**config.mk**
```make
export PLATFORM = sky130hd
export DESIGN_NAME = json_string_unescape_utf8_top_flat
export DESIGN_NICKNAME = d
export VERILOG_FILES = /design/src/rtl/jsu_pkg.sv /design/src/rtl/jsu_in_if.sv /design/src/rtl/jsu_out_if.sv /design/src/rtl/json_string_unescape_utf8_top.sv /design/src/flat_wrapper.sv
export SDC_FILE = /design/constraint.sdc
export NUM_CORES = 1
export LEC_CHECK = 0
export ABC_AREA = 1
export BUFFER_PORTS_ARGS = -buffer_cell sky130_fd_sc_hd__buf_2
export CORE_ASPECT_RATIO = 2
export CORE_MARGIN = 4
export CORE_UTILIZATION = 50
export DETAILED_ROUTE_END_ITERATION = 6
export GPL_TIMING_DRIVEN = 1
export PLACE_DENSITY = 0.7
export SETUP_SLACK_MARGIN = 0.1
export SLEW_MARGIN = 0
export SYNTH_ARGS = -nofsm -noshare
export SYNTH_HDL_FRONTEND = slang
export SYNTH_SLANG_ARGS = --single-unit
```
**constraint.sdc**
```tcl
create_clock -name clk -period 2.25 [get_ports clk]
set_input_delay 0 -clock clk [delete_from_list [all_inputs] [get_ports clk]]
set_output_delay 0 -clock clk [all_outputs]
set_load 0.02 [all_outputs]
```
**src/rtl/jsu_pkg.sv**
```systemverilog
// types, codes and decode helpers for the json string unescaper
`default_nettype none

package jsu_pkg;

    localparam int unsigned MAX_BYTES = 6;

    typedef enum logic [3:0] {
        M_PLAIN    = 4'd0,
        M_ESC      = 4'd1,
        M_HEX      = 4'd2,
        M_HELD     = 4'd3,
        M_HELD_ESC = 4'd4,
        M_HELD_HEX = 4'd5,
        M_SKIP     = 4'd6,
        M_SKIP_ESC = 4'd7,
        M_SKIP_HEX = 4'd8
    } mode_t;

    typedef enum logic [1:0] {
        ST_OK      = 2'd0,
        ST_BUF_END = 2'd1,
        ST_BAD_ESC = 2'd2,
        ST_BAD_HEX = 2'd3
    } status_t;

    localparam logic [7:0] CH_QUOTE = 8'h22;
    localparam logic [7:0] CH_BSLASH = 8'h5C;
    localparam logic [7:0] CH_SLASH = 8'h2F;
    localparam logic [7:0] CH_B = 8'h62;
    localparam logic [7:0] CH_F = 8'h66;
    localparam logic [7:0] CH_N = 8'h6E;
    localparam logic [7:0] CH_R = 8'h72;
    localparam logic [7:0] CH_T = 8'h74;
    localparam logic [7:0] CH_U = 8'h75;

    localparam logic [15:0] HIGH_SUR_LO = 16'hD800;
    localparam logic [15:0] HIGH_SUR_HI = 16'hDBFF;
    localparam logic [15:0] LOW_SUR_LO = 16'hDC00;
    localparam logic [15:0] LOW_SUR_HI = 16'hDFFF;
    localparam logic [20:0] SUPP_BASE = 21'h10000;

    localparam logic [7:0] LEAD4 = 8'hF0;
    localparam logic [7:0] LEAD3 = 8'hE0;
    localparam logic [7:0] LEAD2 = 8'hC0;
    localparam logic [7:0] CONT = 8'h80;

    typedef struct packed {
        logic       ok;
        logic [3:0] val;
    } hex_digit_t;

    typedef struct packed {
        logic [7:0] b0;
        logic [7:0] b1;
        logic [7:0] b2;
        logic [1:0] len;
    } utf8_enc_t;

    function automatic hex_digit_t hex_digit(input logic [7:0] c);
        hex_digit_t d;
        d.ok = 1'b1;
        d.val = 4'd0;
        if (c >= 8'h30 && c <= 8'h39) begin
            d.val = c[3:0];
        end else if ((c >= 8'h61 && c <= 8'h66) || (c >= 8'h41 && c <= 8'h46)) begin
            d.val = c[3:0] + 4'd9;
        end else begin
            d.ok = 1'b0;
        end
        return d;
    endfunction

    // 16-bit code point to 1..3 utf-8 bytes
    function automatic utf8_enc_t encode_cp(input logic [15:0] cp);
        utf8_enc_t e;
        e.b0 = 8'd0;
        e.b1 = 8'd0;
        e.b2 = 8'd0;
        if (cp < 16'h0080) begin
            e.b0 = cp[7:0];
            e.len = 2'd1;
        end else if (cp < 16'h0800) begin
            e.b0 = LEAD2 | {3'b000, cp[10:6]};
            e.b1 = CONT | {2'b00, cp[5:0]};
            e.len = 2'd2;
        end else begin
            e.b0 = LEAD3 | {4'b0000, cp[15:12]};
            e.b1 = CONT | {2'b00, cp[11:6]};
            e.b2 = CONT | {2'b00, cp[5:0]};
            e.len = 2'd3;
        end
        return e;
    endfunction

endpackage

`default_nettype wire

```
**src/rtl/jsu_in_if.sv**
```systemverilog
// input channel: raw string bytes
`default_nettype none

interface jsu_in_if;
    logic       valid;
    logic       ready;
    logic [7:0] in_byte;
    logic       buffer_end;

    modport source (output valid, output in_byte, output buffer_end, input ready);
    modport sink (input valid, input in_byte, input buffer_end, output ready);
endinterface

`default_nettype wire

```
**src/rtl/jsu_out_if.sv**
```systemverilog
// output channel: decoded bytes and end-of-string marks
`default_nettype none

interface jsu_out_if;
    logic       valid;
    logic       ready;
    logic [7:0] out_byte;
    logic       byte_valid;
    logic       string_done;
    logic [1:0] status;
    logic [7:0] bad_char;

    modport source (output valid, output out_byte, output byte_valid, output string_done,
                    output status, output bad_char, input ready);
    modport sink (input valid, input out_byte, input byte_valid, input string_done,
                  input status, input bad_char, output ready);
endinterface

`default_nettype wire

```
**src/rtl/json_string_unescape_utf8_top.sv**
```systemverilog
// json string body unescaper with utf-8 output, top level
//
//  channel  dir  payload                                            transaction
//  item     in   in_byte, buffer_end                                valid && ready
//  result   out  out_byte, byte_valid, string_done, status, bad_char valid && ready
//
// each accepted byte is decoded in the accept cycle into a bundle of 0..6 results
// held in the result register; one result leaves it per cycle while result.ready is high.
// a new byte is taken while the bundle is empty or its last result is leaving, so
// bytes giving at most one result flow at one per cycle while result.ready holds.
// async active-low reset returns the decoder to plain text mode with an empty bundle.
`default_nettype none

module json_string_unescape_utf8_top (
    input wire logic clk,
    input wire logic rst_n,
    jsu_in_if.sink   item,
    jsu_out_if.source result
);
    import jsu_pkg::*;

    // decoder state
    mode_t       mode_reg, mode_next;
    logic [15:0] hex_value_reg, hex_value_next;
    logic [2:0]  hex_count_reg, hex_count_next;
    logic [15:0] held_reg, held_next;
    status_t     err_reg, err_next;
    logic [7:0]  letter_reg, letter_next;
    logic [2:0]  skip_reg, skip_next;

    // result bundle
    logic [7:0]  bytes_reg [MAX_BYTES];
    logic [7:0]  bytes_next [MAX_BYTES];
    logic [2:0]  nb_reg, nb_next;
    logic [2:0]  cnt_reg;
    logic [2:0]  idx_reg;
    status_t     st_reg, st_next;
    logic [7:0]  bad_reg, bad_next;
    logic        done_en;

    logic [7:0]  c;
    logic        closing;
    logic        in_fire, out_fire, last_out;

    hex_digit_t  dig;
    logic [15:0] hv_shift;
    logic [2:0]  cnt_inc;
    logic        esc_simple, esc_u;
    logic [7:0]  esc_val;

    logic        pre_held, byte_en, cp_en, pair_en, fin_reset;
    logic [7:0]  main_byte;
    logic [15:0] cp_val;
    status_t     done_st;
    utf8_enc_t   held_enc, main_enc;
    logic [20:0] full;

    assign c = item.in_byte;
    assign closing = (c == CH_QUOTE) &&
                     (mode_reg == M_PLAIN || mode_reg == M_SKIP || mode_reg == M_HELD);

    assign dig = hex_digit(c);
    assign hv_shift = {hex_value_reg[11:0], dig.val};
    assign cnt_inc = hex_count_reg + 3'd1;

    always_comb
    begin
        esc_simple = 1'b1;
        esc_u = 1'b0;
        esc_val = c;
        unique case (c)
            CH_QUOTE, CH_BSLASH, CH_SLASH: esc_val = c;
            CH_B: esc_val = 8'h08;
            CH_F: esc_val = 8'h0C;
            CH_N: esc_val = 8'h0A;
            CH_R: esc_val = 8'h0D;
            CH_T: esc_val = 8'h09;
            CH_U:
            begin
                esc_simple = 1'b0;
                esc_u = 1'b1;
            end
            default: esc_simple = 1'b0;
        endcase
    end

    // next decoder state and what this byte produces
    always_comb
    begin
        mode_next = mode_reg;
        hex_value_next = hex_value_reg;
        hex_count_next = hex_count_reg;
        held_next = held_reg;
        err_next = err_reg;
        letter_next = letter_reg;
        skip_next = skip_reg;
        pre_held = 1'b0;
        byte_en = 1'b0;
        cp_en = 1'b0;
        pair_en = 1'b0;
        main_byte = c;
        cp_val = hv_shift;
        done_en = 1'b0;
        done_st = ST_OK;
        fin_reset = 1'b0;

        if (item.buffer_end && !closing) begin
            done_en = 1'b1;
            done_st = ST_BUF_END;
            fin_reset = 1'b1;
        end else begin
            unique case (mode_reg)
                M_ESC, M_HELD_ESC:
                begin
                    if (mode_reg == M_HELD_ESC && esc_u) begin
                        hex_value_next = '0;
                        hex_count_next = '0;
                        mode_next = M_HELD_HEX;
                    end else begin
                        if (mode_reg == M_HELD_ESC) begin
                            pre_held = 1'b1;
                            held_next = '0;
                        end
                        mode_next = M_PLAIN;
                        if (esc_simple) begin
                            byte_en = 1'b1;
                            main_byte = esc_val;
                        end else if (esc_u) begin
                            hex_value_next = '0;
                            hex_count_next = '0;
                            mode_next = M_HEX;
                        end else begin
                            err_next = ST_BAD_ESC;
                            letter_next = c;
                            mode_next = M_SKIP;
                        end
                    end
                end
                M_HEX, M_HELD_HEX:
                begin
                    if (!dig.ok) begin
                        pre_held = (mode_reg == M_HELD_HEX);
                        err_next = ST_BAD_HEX;
                        skip_next = 3'd3 - hex_count_reg;
                        hex_count_next = '0;
                        mode_next = (hex_count_reg != 3'd3) ? M_SKIP_HEX : M_SKIP;
                    end else begin
                        hex_value_next = hv_shift;
                        hex_count_next = cnt_inc;
                        if (cnt_inc >= 3'd4) begin
                            hex_count_next = '0;
                            mode_next = M_PLAIN;
                            if (mode_reg == M_HELD_HEX &&
                                hv_shift >= LOW_SUR_LO && hv_shift <= LOW_SUR_HI) begin
                                pair_en = 1'b1;
                                held_next = '0;
                            end else begin
                                if (mode_reg == M_HELD_HEX) begin
                                    pre_held = 1'b1;
                                    held_next = '0;
                                end
                                // a high surrogate waits for its low half
                                if (hv_shift >= HIGH_SUR_LO && hv_shift <= HIGH_SUR_HI) begin
                                    held_next = hv_shift;
                                    mode_next = M_HELD;
                                end else begin
                                    cp_en = 1'b1;
                                end
                            end
                        end
                    end
                end
                M_HELD:
                begin
                    if (c == CH_BSLASH) begin
                        mode_next = M_HELD_ESC;
                    end else begin
                        pre_held = 1'b1;
                        held_next = '0;
                        if (c == CH_QUOTE) begin
                            done_en = 1'b1;
                            done_st = err_reg;
                            fin_reset = 1'b1;
                        end else begin
                            byte_en = 1'b1;
                            mode_next = M_PLAIN;
                        end
                    end
                end
                M_SKIP:
                begin
                    if (c == CH_QUOTE) begin
                        done_en = 1'b1;
                        done_st = err_reg;
                        fin_reset = 1'b1;
                    end else if (c == CH_BSLASH) begin
                        mode_next = M_SKIP_ESC;
                    end
                end
                M_SKIP_ESC:
                begin
                    if (c == CH_U) begin
                        skip_next = 3'd4;
                        mode_next = M_SKIP_HEX;
                    end else begin
                        mode_next = M_SKIP;
                    end
                end
                M_SKIP_HEX:
                begin
                    skip_next = (skip_reg != 3'd0) ? skip_reg - 3'd1 : 3'd0;
                    if (skip_next == 3'd0) begin
                        mode_next = M_SKIP;
                    end
                end
                default:
                begin
                    if (c == CH_QUOTE) begin
                        done_en = 1'b1;
                        done_st = err_reg;
                        fin_reset = 1'b1;
                    end else if (c == CH_BSLASH) begin
                        mode_next = M_ESC;
                    end else begin
                        byte_en = 1'b1;
                        mode_next = M_PLAIN;
                    end
                end
            endcase
        end

        if (fin_reset) begin
            mode_next = M_PLAIN;
            hex_value_next = '0;
            hex_count_next = '0;
            held_next = '0;
            err_next = ST_OK;
            letter_next = '0;
            skip_next = '0;
        end
    end

    // lay out the bytes of this transaction
    assign held_enc = encode_cp(held_reg);
    assign main_enc = encode_cp(cp_val);
    assign full = SUPP_BASE + {1'b0, held_reg[9:0], hv_shift[9:0]};

    always_comb
    begin
        for (int k = 0; k < MAX_BYTES; k++) begin
            bytes_next[k] = 8'd0;
        end
        nb_next = 3'd0;
        if (pair_en) begin
            bytes_next[0] = LEAD4 | {5'b00000, full[20:18]};
            bytes_next[1] = CONT | {2'b00, full[17:12]};
            bytes_next[2] = CONT | {2'b00, full[11:6]};
            bytes_next[3] = CONT | {2'b00, full[5:0]};
            nb_next = 3'd4;
        end else if (pre_held) begin
            bytes_next[0] = held_enc.b0;
            bytes_next[1] = held_enc.b1;
            bytes_next[2] = held_enc.b2;
            nb_next = 3'd3;
            if (byte_en) begin
                bytes_next[3] = main_byte;
                nb_next = 3'd4;
            end else if (cp_en) begin
                bytes_next[3] = main_enc.b0;
                bytes_next[4] = main_enc.b1;
                bytes_next[5] = main_enc.b2;
                nb_next = 3'd3 + {1'b0, main_enc.len};
            end
        end else if (byte_en) begin
            bytes_next[0] = main_byte;
            nb_next = 3'd1;
        end else if (cp_en) begin
            bytes_next[0] = main_enc.b0;
            bytes_next[1] = main_enc.b1;
            bytes_next[2] = main_enc.b2;
            nb_next = {1'b0, main_enc.len};
        end
        st_next = done_en ? done_st : ST_OK;
        bad_next = (done_en && done_st == ST_BAD_ESC) ? letter_reg : 8'd0;
    end

    // handshakes
    assign last_out = (idx_reg + 3'd1 == cnt_reg);
    assign item.ready = (cnt_reg == 3'd0) || (result.ready && last_out);
    assign in_fire = item.valid && item.ready;
    assign out_fire = result.valid && result.ready;

    always_ff @(posedge clk or negedge rst_n)
    begin
        if (!rst_n) begin
            mode_reg <= M_PLAIN;
            hex_value_reg <= '0;
            hex_count_reg <= '0;
            held_reg <= '0;
            err_reg <= ST_OK;
            letter_reg <= '0;
            skip_reg <= '0;
            cnt_reg <= '0;
            idx_reg <= '0;
        end else begin
            if (in_fire) begin
                mode_reg <= mode_next;
                hex_value_reg <= hex_value_next;
                hex_count_reg <= hex_count_next;
                held_reg <= held_next;
                err_reg <= err_next;
                letter_reg <= letter_next;
                skip_reg <= skip_next;
                cnt_reg <= nb_next + {2'b00, done_en};
                idx_reg <= '0;
            end else if (out_fire) begin
                if (last_out) begin
                    cnt_reg <= '0;
                    idx_reg <= '0;
                end else begin
                    idx_reg <= idx_reg + 3'd1;
                end
            end
        end
    end

    always_ff @(posedge clk)
    begin
        if (in_fire) begin
            for (int k = 0; k < MAX_BYTES; k++) begin
                bytes_reg[k] <= bytes_next[k];
            end
            nb_reg <= nb_next;
            st_reg <= st_next;
            bad_reg <= bad_next;
        end
    end

    // bytes come first, then the end-of-string mark if there is one
    logic is_byte;
    assign is_byte = (idx_reg < nb_reg);

    assign result.valid = (cnt_reg != 3'd0);
    assign result.out_byte = is_byte ? bytes_reg[idx_reg] : 8'd0;
    assign result.byte_valid = is_byte;
    assign result.string_done = !is_byte;
    assign result.status = is_byte ? 2'd0 : st_reg;
    assign result.bad_char = is_byte ? 8'd0 : bad_reg;

endmodule

`default_nettype wire

```
**src/flat_wrapper.sv**
```systemverilog
// flat-port wrapper written by rule: the top's interface ports become plain ports
module json_string_unescape_utf8_top_flat import jsu_pkg::*;
  (clk, rst_n, item_valid, item_in_byte, item_buffer_end, item_ready, result_valid, result_out_byte, result_byte_valid, result_string_done, result_status, result_bad_char, result_ready);
  jsu_in_if item_i ();
  jsu_out_if result_i ();
  input wire logic clk;
  input wire logic rst_n;
  input wire logic [$bits(item_i.valid)-1:0] item_valid;
  input wire logic [$bits(item_i.in_byte)-1:0] item_in_byte;
  input wire logic [$bits(item_i.buffer_end)-1:0] item_buffer_end;
  output wire logic [$bits(item_i.ready)-1:0] item_ready;
  output wire logic [$bits(result_i.valid)-1:0] result_valid;
  output wire logic [$bits(result_i.out_byte)-1:0] result_out_byte;
  output wire logic [$bits(result_i.byte_valid)-1:0] result_byte_valid;
  output wire logic [$bits(result_i.string_done)-1:0] result_string_done;
  output wire logic [$bits(result_i.status)-1:0] result_status;
  output wire logic [$bits(result_i.bad_char)-1:0] result_bad_char;
  input wire logic [$bits(result_i.ready)-1:0] result_ready;
  assign item_i.valid = item_valid;
  assign item_i.in_byte = item_in_byte;
  assign item_i.buffer_end = item_buffer_end;
  assign item_ready = item_i.ready;
  assign result_valid = result_i.valid;
  assign result_out_byte = result_i.out_byte;
  assign result_byte_valid = result_i.byte_valid;
  assign result_string_done = result_i.string_done;
  assign result_status = result_i.status;
  assign result_bad_char = result_i.bad_char;
  assign result_i.ready = result_ready;
  json_string_unescape_utf8_top u_core (.clk(clk), .rst_n(rst_n), .item(item_i), .result(result_i));
endmodule
```
======== Word level (Yosys, flattened, before mapping) ========
Memory sizes are Yosys's and may differ from the RTL's.
Index checks and enable logic that the tools add are counted.
operators by class
  $add $sub $neg .......................... 8
  $lt $le $gt $ge ......................... 16
  eq/ne operators ......................... 42
  multiplexer cells ....................... 145
  reduce and logical (&&, ||, !) cells .... 43
operators by type and width
  kind                      count
  $mux W16                  15
  $mux W8                   17
  $mux W12                  6
  $mux W24                  3
  $mux W3                   23
  $mux W4                   17
  $eq A8 B7 Y1 const B      7
  $pmux W16 S3              1
  $pmux W8 S5               1
  $mux W1                   36
  $ge A16 B16 Y1 const B    2
  $le A16 B16 Y1 const B    2
  $lt A16 B12 Y1 const B    2
  $lt A16 B8 Y1 const B     2
  $mux W32                  1
  $mux W14                  2
  $mux W2                   14
  $ne A3 B2 Y1 const B      8
  $pmux W12 S2              1
  $pmux W4 S6               1
  $add A17 B20 Y21 const A  1
  $eq A4 B3 Y1 const B      4
  $eq A8 B6 Y1 const B      2
  $ge A8 B7 Y1 const B      2
  45 further kinds          84
word-level totals
  register bits after elaboration ......... 67
  memory bits (writable) .................. 48
  input bits .............................. 13
  output and inout port bits .............. 22
  logic and storage cells ................. 267
  memories ................................ 1
memory list
  name              words  width  rd ports  clocked after memory_dff  wr ports  line                                 source
  u_core.bytes_reg  6      8      1         0                         6         json_string_unescape_utf8_top.sv:32  logic [7:0] bytes_reg [MAX_BYTES];

======== Depth between registers and ports, before layout ========
  depth in word-level cells ............... 19
  gate-level depth with buffers ........... 21
  mapped depth without buffers ............ 21

======== Worst setup path after synthesis ========
No wires, ideal clock.
  path kind ............................... flip-flop to flip-flop
  start ................................... reg u_core.idx_reg[1]
  end ..................................... reg u_core.hex_count_reg[0]
  library setup time ...................... 126 ps
  data arrival time ....................... 2543 ps
  required time ........................... 2124 ps
  setup slack ............................. -419 ps
  cell stages (with the launch flop) ...... 14
  path buffers ............................ 1
  clock period less this slack ............ 2669 ps
  cell sequence ........................... dfrtp_1 -> ha_1 -> inv_1 -> nor2_1 -> nor3_1 -> and2_1 -> nand2_1 -> nand2_1 -> nand2_1 -> inv_2 -> buf_4 -> nand3_1 -> nand2_1 -> o21ai_0
between the ends
  word-level cells in the longest chain between the ends .. 6
RTL lines
  element                      line                                  source
  start, declared              json_string_unescape_utf8_top.sv:36   logic [2:0] idx_reg;
  start signal, assigned       json_string_unescape_utf8_top.sv:321  idx_reg <= idx_reg + 3'd1;
  $add A3 B1 Y3                json_string_unescape_utf8_top.sv:288  assign last_out = (idx_reg + 3'd1 == cnt_reg);
  $eq A3 B3 Y1                 json_string_unescape_utf8_top.sv:288
  $logic_and A1 B1 Y1          json_string_unescape_utf8_top.sv:289  assign item.ready = (cnt_reg == 3'd0) || (result.ready && last_out);
  $logic_or A1 B1 Y1           json_string_unescape_utf8_top.sv:289
  net item_ready               flat_wrapper.sv:11                    output wire logic [$bits(item_i.ready)-1:0] item_ready;
  $logic_and A1 B1 Y1          json_string_unescape_utf8_top.sv:290  assign in_fire = item.valid && item.ready;
  net u_core.in_fire           json_string_unescape_utf8_top.sv:43   logic in_fire, out_fire, last_out;
  $reduce_and A5 Y1 (no line)  n/a
  end signal, assigned         json_string_unescape_utf8_top.sv:309  hex_count_reg <= hex_count_next;
  end, declared                json_string_unescape_utf8_top.sv:25   logic [2:0] hex_count_reg, hex_count_next;
The timed path passes the listed nets, and every way through them passes these cells.
A chain may end at the register's enable or synchronous reset.

======== Final worst setup path ========
  start ................................... reg u_core.mode_reg[3]
  end ..................................... reg u_core.hex_value_reg[5]
between the ends
  word-level cells in the longest chain between the ends .. 9
  elaborated cells on any way between the ends .. 30
  those cells by class .................... eq/ne (12); mux (6); reduce/logical (12)
RTL lines
  element                                                                   line                                  source
  start, declared                                                           json_string_unescape_utf8_top.sv:23   mode_t mode_reg, mode_next;
  start signal, assigned                                                    json_string_unescape_utf8_top.sv:307  mode_reg <= mode_next;
  parallel branches: the longest is 9 deep, another holds $reduce_or A6 Y1  n/a
  end signal, assigned                                                      json_string_unescape_utf8_top.sv:308  hex_value_reg <= hex_value_next;
  end, declared                                                             json_string_unescape_utf8_top.sv:24   logic [15:0] hex_value_reg, hex_value_next;
Several ways; the timed one is not identified. The select of a mux whose other input is x is not followed.

==> results.md <==
- Syn Area/Cell: 7.45 µm²
- Buffers & Inverters on Critical Path: 2
- Min Tclk post-route: 2.28 ns
- Multi-input logic area: just over 4000 µm²
- Fin area: 9780 µm²
- Clk pwr share: 0.175
- Initial antenna violation count: 0
- Detailed Place HPWL: between 15000 and 20000 µm
- Drt first pass iters: 7
- Rows: 60
- Filler cells: 1059
- Pint: 5.20 mW
- Area leader, netlist: edfxtp_1
- CP dominant cell by count: nand2_2
- Slew Limit Headroom: 0.534
- Post-DRT Antenna Nets: 0
- Max-cap violations: 0
- Core footprint: 13600 µm²
- Crit share post-route: 1.01
- Most frequent cells in the layout: nand2_1, buf_4, inv_1
- Crit path max fanout: 6
- EDFF count, synth: 57
- Status: complete, but fails checks
- Crit path arrival time: roughly 2.6 ns
- Crit-path max cell delay: between 0.4 and 0.5 ns
- Port Buffers: 34
- Async SR Flop Fraction: 0.486
- DIE AREA: 16000 µm²
- Register share of total power: 0.328
- Total grt overflow: 0
- Synth Net Count: 964
- Worst hold path class: input port to flip-flop
- Setup violations, final: 3
- PD cells: 917 nW/µm²
- 1st-iter DRT viols: 399
- Cells after Synth: 938
- Startpoint types: flip-flop
- Final hold vios: 0
- Combinational power share: 0.497
- Clk_skew: 0.0130 ns
- DRC viols: 0
- Synthesized cell area: about 7000 µm²
- Vias: 7099
- Routed vias/inst: 5.48
- Switching pwr: 3.76 mW
- Most used DFF post-synth: edfxtp_1
- Synth area leaders: edfxtp_1, dfrtp_1, nand2_1
- Max reg flops: 44
- Starting Density: 0.514
- Crit. End Element: flip-flop
- Layout cell share with drive strength beyond 1: 0.360
- Failing checks: setup timing
- Cts bufs inserted: 9
- First-pass GRT wire length: 35300 µm
- Leakage: 4.34 nW
- Highest clock rate: between 0.4 and 0.5 GHz
- CP top delay family: simple AND/OR/NAND/NOR gates
- Clock latency on the worst-skew pair: about 0.35 ns
- CTS Sinks: approximately 110
- DP Worst Slack: -0.159 ns
- Fin worst setup slack: -0.0273 ns
- Top-area cell type share of the netlist area: 0.245
- Final wirelength: 23600 µm
- Seq. cell area: about 3100 µm²
- CTS tree: yes
- Worst Max-Slew Pin Slew: 0.700 ns
- Crit-path cells: nor2_4 > nand2_2 > nand2_2 > buf_6 > nor2_4 > nand2_2 > nor2_2 > nand2_2 > nand2_4 > nor2_4 > o21ai_2 > nand3_4 > clkbuf_16 > nand2_2 > o21ai_1
- Peak supply drop: 0.510 mV
- Post-layout total power: 8.96 mW
- Fin nets: 1131
- Maximum buffer depth of the clock tree: 2
- Slew Limit Fails: 0
- Die Y-Extent: around 180 µm
- Clock transition at path regs: 0.08 ns
- Chip width: 91.6 µm
- Area post-placement: just over 8000 µm²
- Area growth, synth to finish: 39.9%
- Leading cell type in the layout, fill and taps excluded: nand2_1
- Diode count: 0
- Root Driver: clkbuf_16
- GP Congestion: 0.958
- #FFs+latches synth: between 100 and 150
- H-Tree Depth: 3
- Synth Warn #: 0
- Req. time, crit path: 2.52 ns
- Largest net degree at the start of global routing: 40
- DR WL/cell: 18.2 µm
- Vias in the first global route: 6873
- Sw frac: 0.420
- Slowest-stage cell, CP: dfrtp_2
- Setup CP Type: flip-flop to flip-flop
- Total GRT Usage: 0.282
- Sequential element share of the synthesized area: 0.438
- Distinct cells, synth: 49
- Top Ports: 35
- RSZ-0062 raised after global routing: true
## layer usage
layer | global-route usage | part of all wire
met5 | 0 | 0
met4 | 0.160 | 0.066
met3 | 0.0323 | 0.034
met2 | 0.546 | 0.56
met1 | 0.281 | 0.34
## through the flow
stage / util / hold slack (ns) / instances / setup TNS [ns]
floorplan: - / -0.296 / 938 / 0
global placement: 0.605 / 0.0810 / 1238 / -0.357
detailed placement: 0.605 / 0.0795 / 1238 / -0.698
CTS: 0.650 / 0.0128 / 1270 / 0
global route: 0.720 / 0.0697 / 1296 / -2.89
finish: 0.720 / 0.0374 / 1296 / -0.0368
## synthesized netlist by cell type, types with 4 or more instances
cell	count
ha_1	13
nand3_2	4
buf_4	5
o21ai_1	18
nand2_1	260
buf_2	12
a21oi_1	31
nand3b_1	4
o221ai_1	5
inv_1	109
o22ai_1	14
nor3_1	9
nand4_1	22
o211ai_1	7
dfrtp_1	54
o21ai_0	73
clkbuf_1	9
nor2_1	111
nand2_2	8
inv_2	7
nor2_4	4
nand3_1	54
edfxtp_1	57
clkinv_1	4
## worst register-to-register path: stages, from the launching register on
cell and delay, ns:
dfrtp_2 0.47, nor2_4 0.23, nand2_2 0.09, nand2_2 0.09, buf_6 0.11, nor2_4 0.04, nand2_2 0.07, nor2_2 0.04
nand2_2 0.10, nand2_4 0.11, nor2_4 0.29, o21ai_2 0.12, nand3_4 0.13, clkbuf_16 0.18, nand2_2 0.04, o21ai_1 0.09
## area by class of cell
type	count	area share
sequential	111	0.314
inverter	120	0.0487
multi-input combinational	678	0.421
tap	186	0.0238
clock inverter	6	0.00614
timing repair buffer	185	0.162
clock buffer	10	0.0235
## timing repair
item	4_1_cts	5_1_grt
hold buffers	8	0
endpoints found under the setup margin	154	177
buffers inserted	7	23
gates cloned	1	5
pin swaps	17	41
hold endpoints to repair	33	0
resized for setup	56	211
## cells by family after synthesis
| logic type | share of synthesized area |
|---|---|
| flip-flops | 0.438 |
| adder cells (fa/ha/maj) | 0.0233 |
| XOR/XNOR | 0.00985 |
| buffers and inverters | 0.0881 |
| AND/OR/NAND/NOR | 0.306 |
| AO/OA/AOI/OAI | 0.135 |
## power by group through the flow
stage	Clock (mW)	Combinational (mW)	Sequential (mW)
finish	1.57	4.46	2.94
global route	1.66	4.84	2.98
CTS	1.58	3.78	2.92
detailed placement	0	3.62	2.96
global placement	0	3.58	2.94
floorplan	0	2.35	2.91
## final timing paths
path | endpoint | slack [ns] | start | cells after the start
worst max-delay path | u_core.hex_value_reg[5] | -0.03 | u_core.mode_reg[3] | 15
worst min-delay path | u_core.idx_reg[0] | 0.04 | item_valid | 4
worst max register to register | u_core.hex_value_reg[5] | -0.03 | u_core.mode_reg[3] | 15
worst min register to register | u_core.held_reg[11] | 0.48 | u_core.held_reg[11] | 2
max in group asynchronous | u_core.mode_reg[0] | 1.41 | rst_n | 3
min in group asynchronous | u_core.letter_reg[3] | 0.23 | rst_n | 2
No activity file was read; power rests on OpenSTA's default activity.
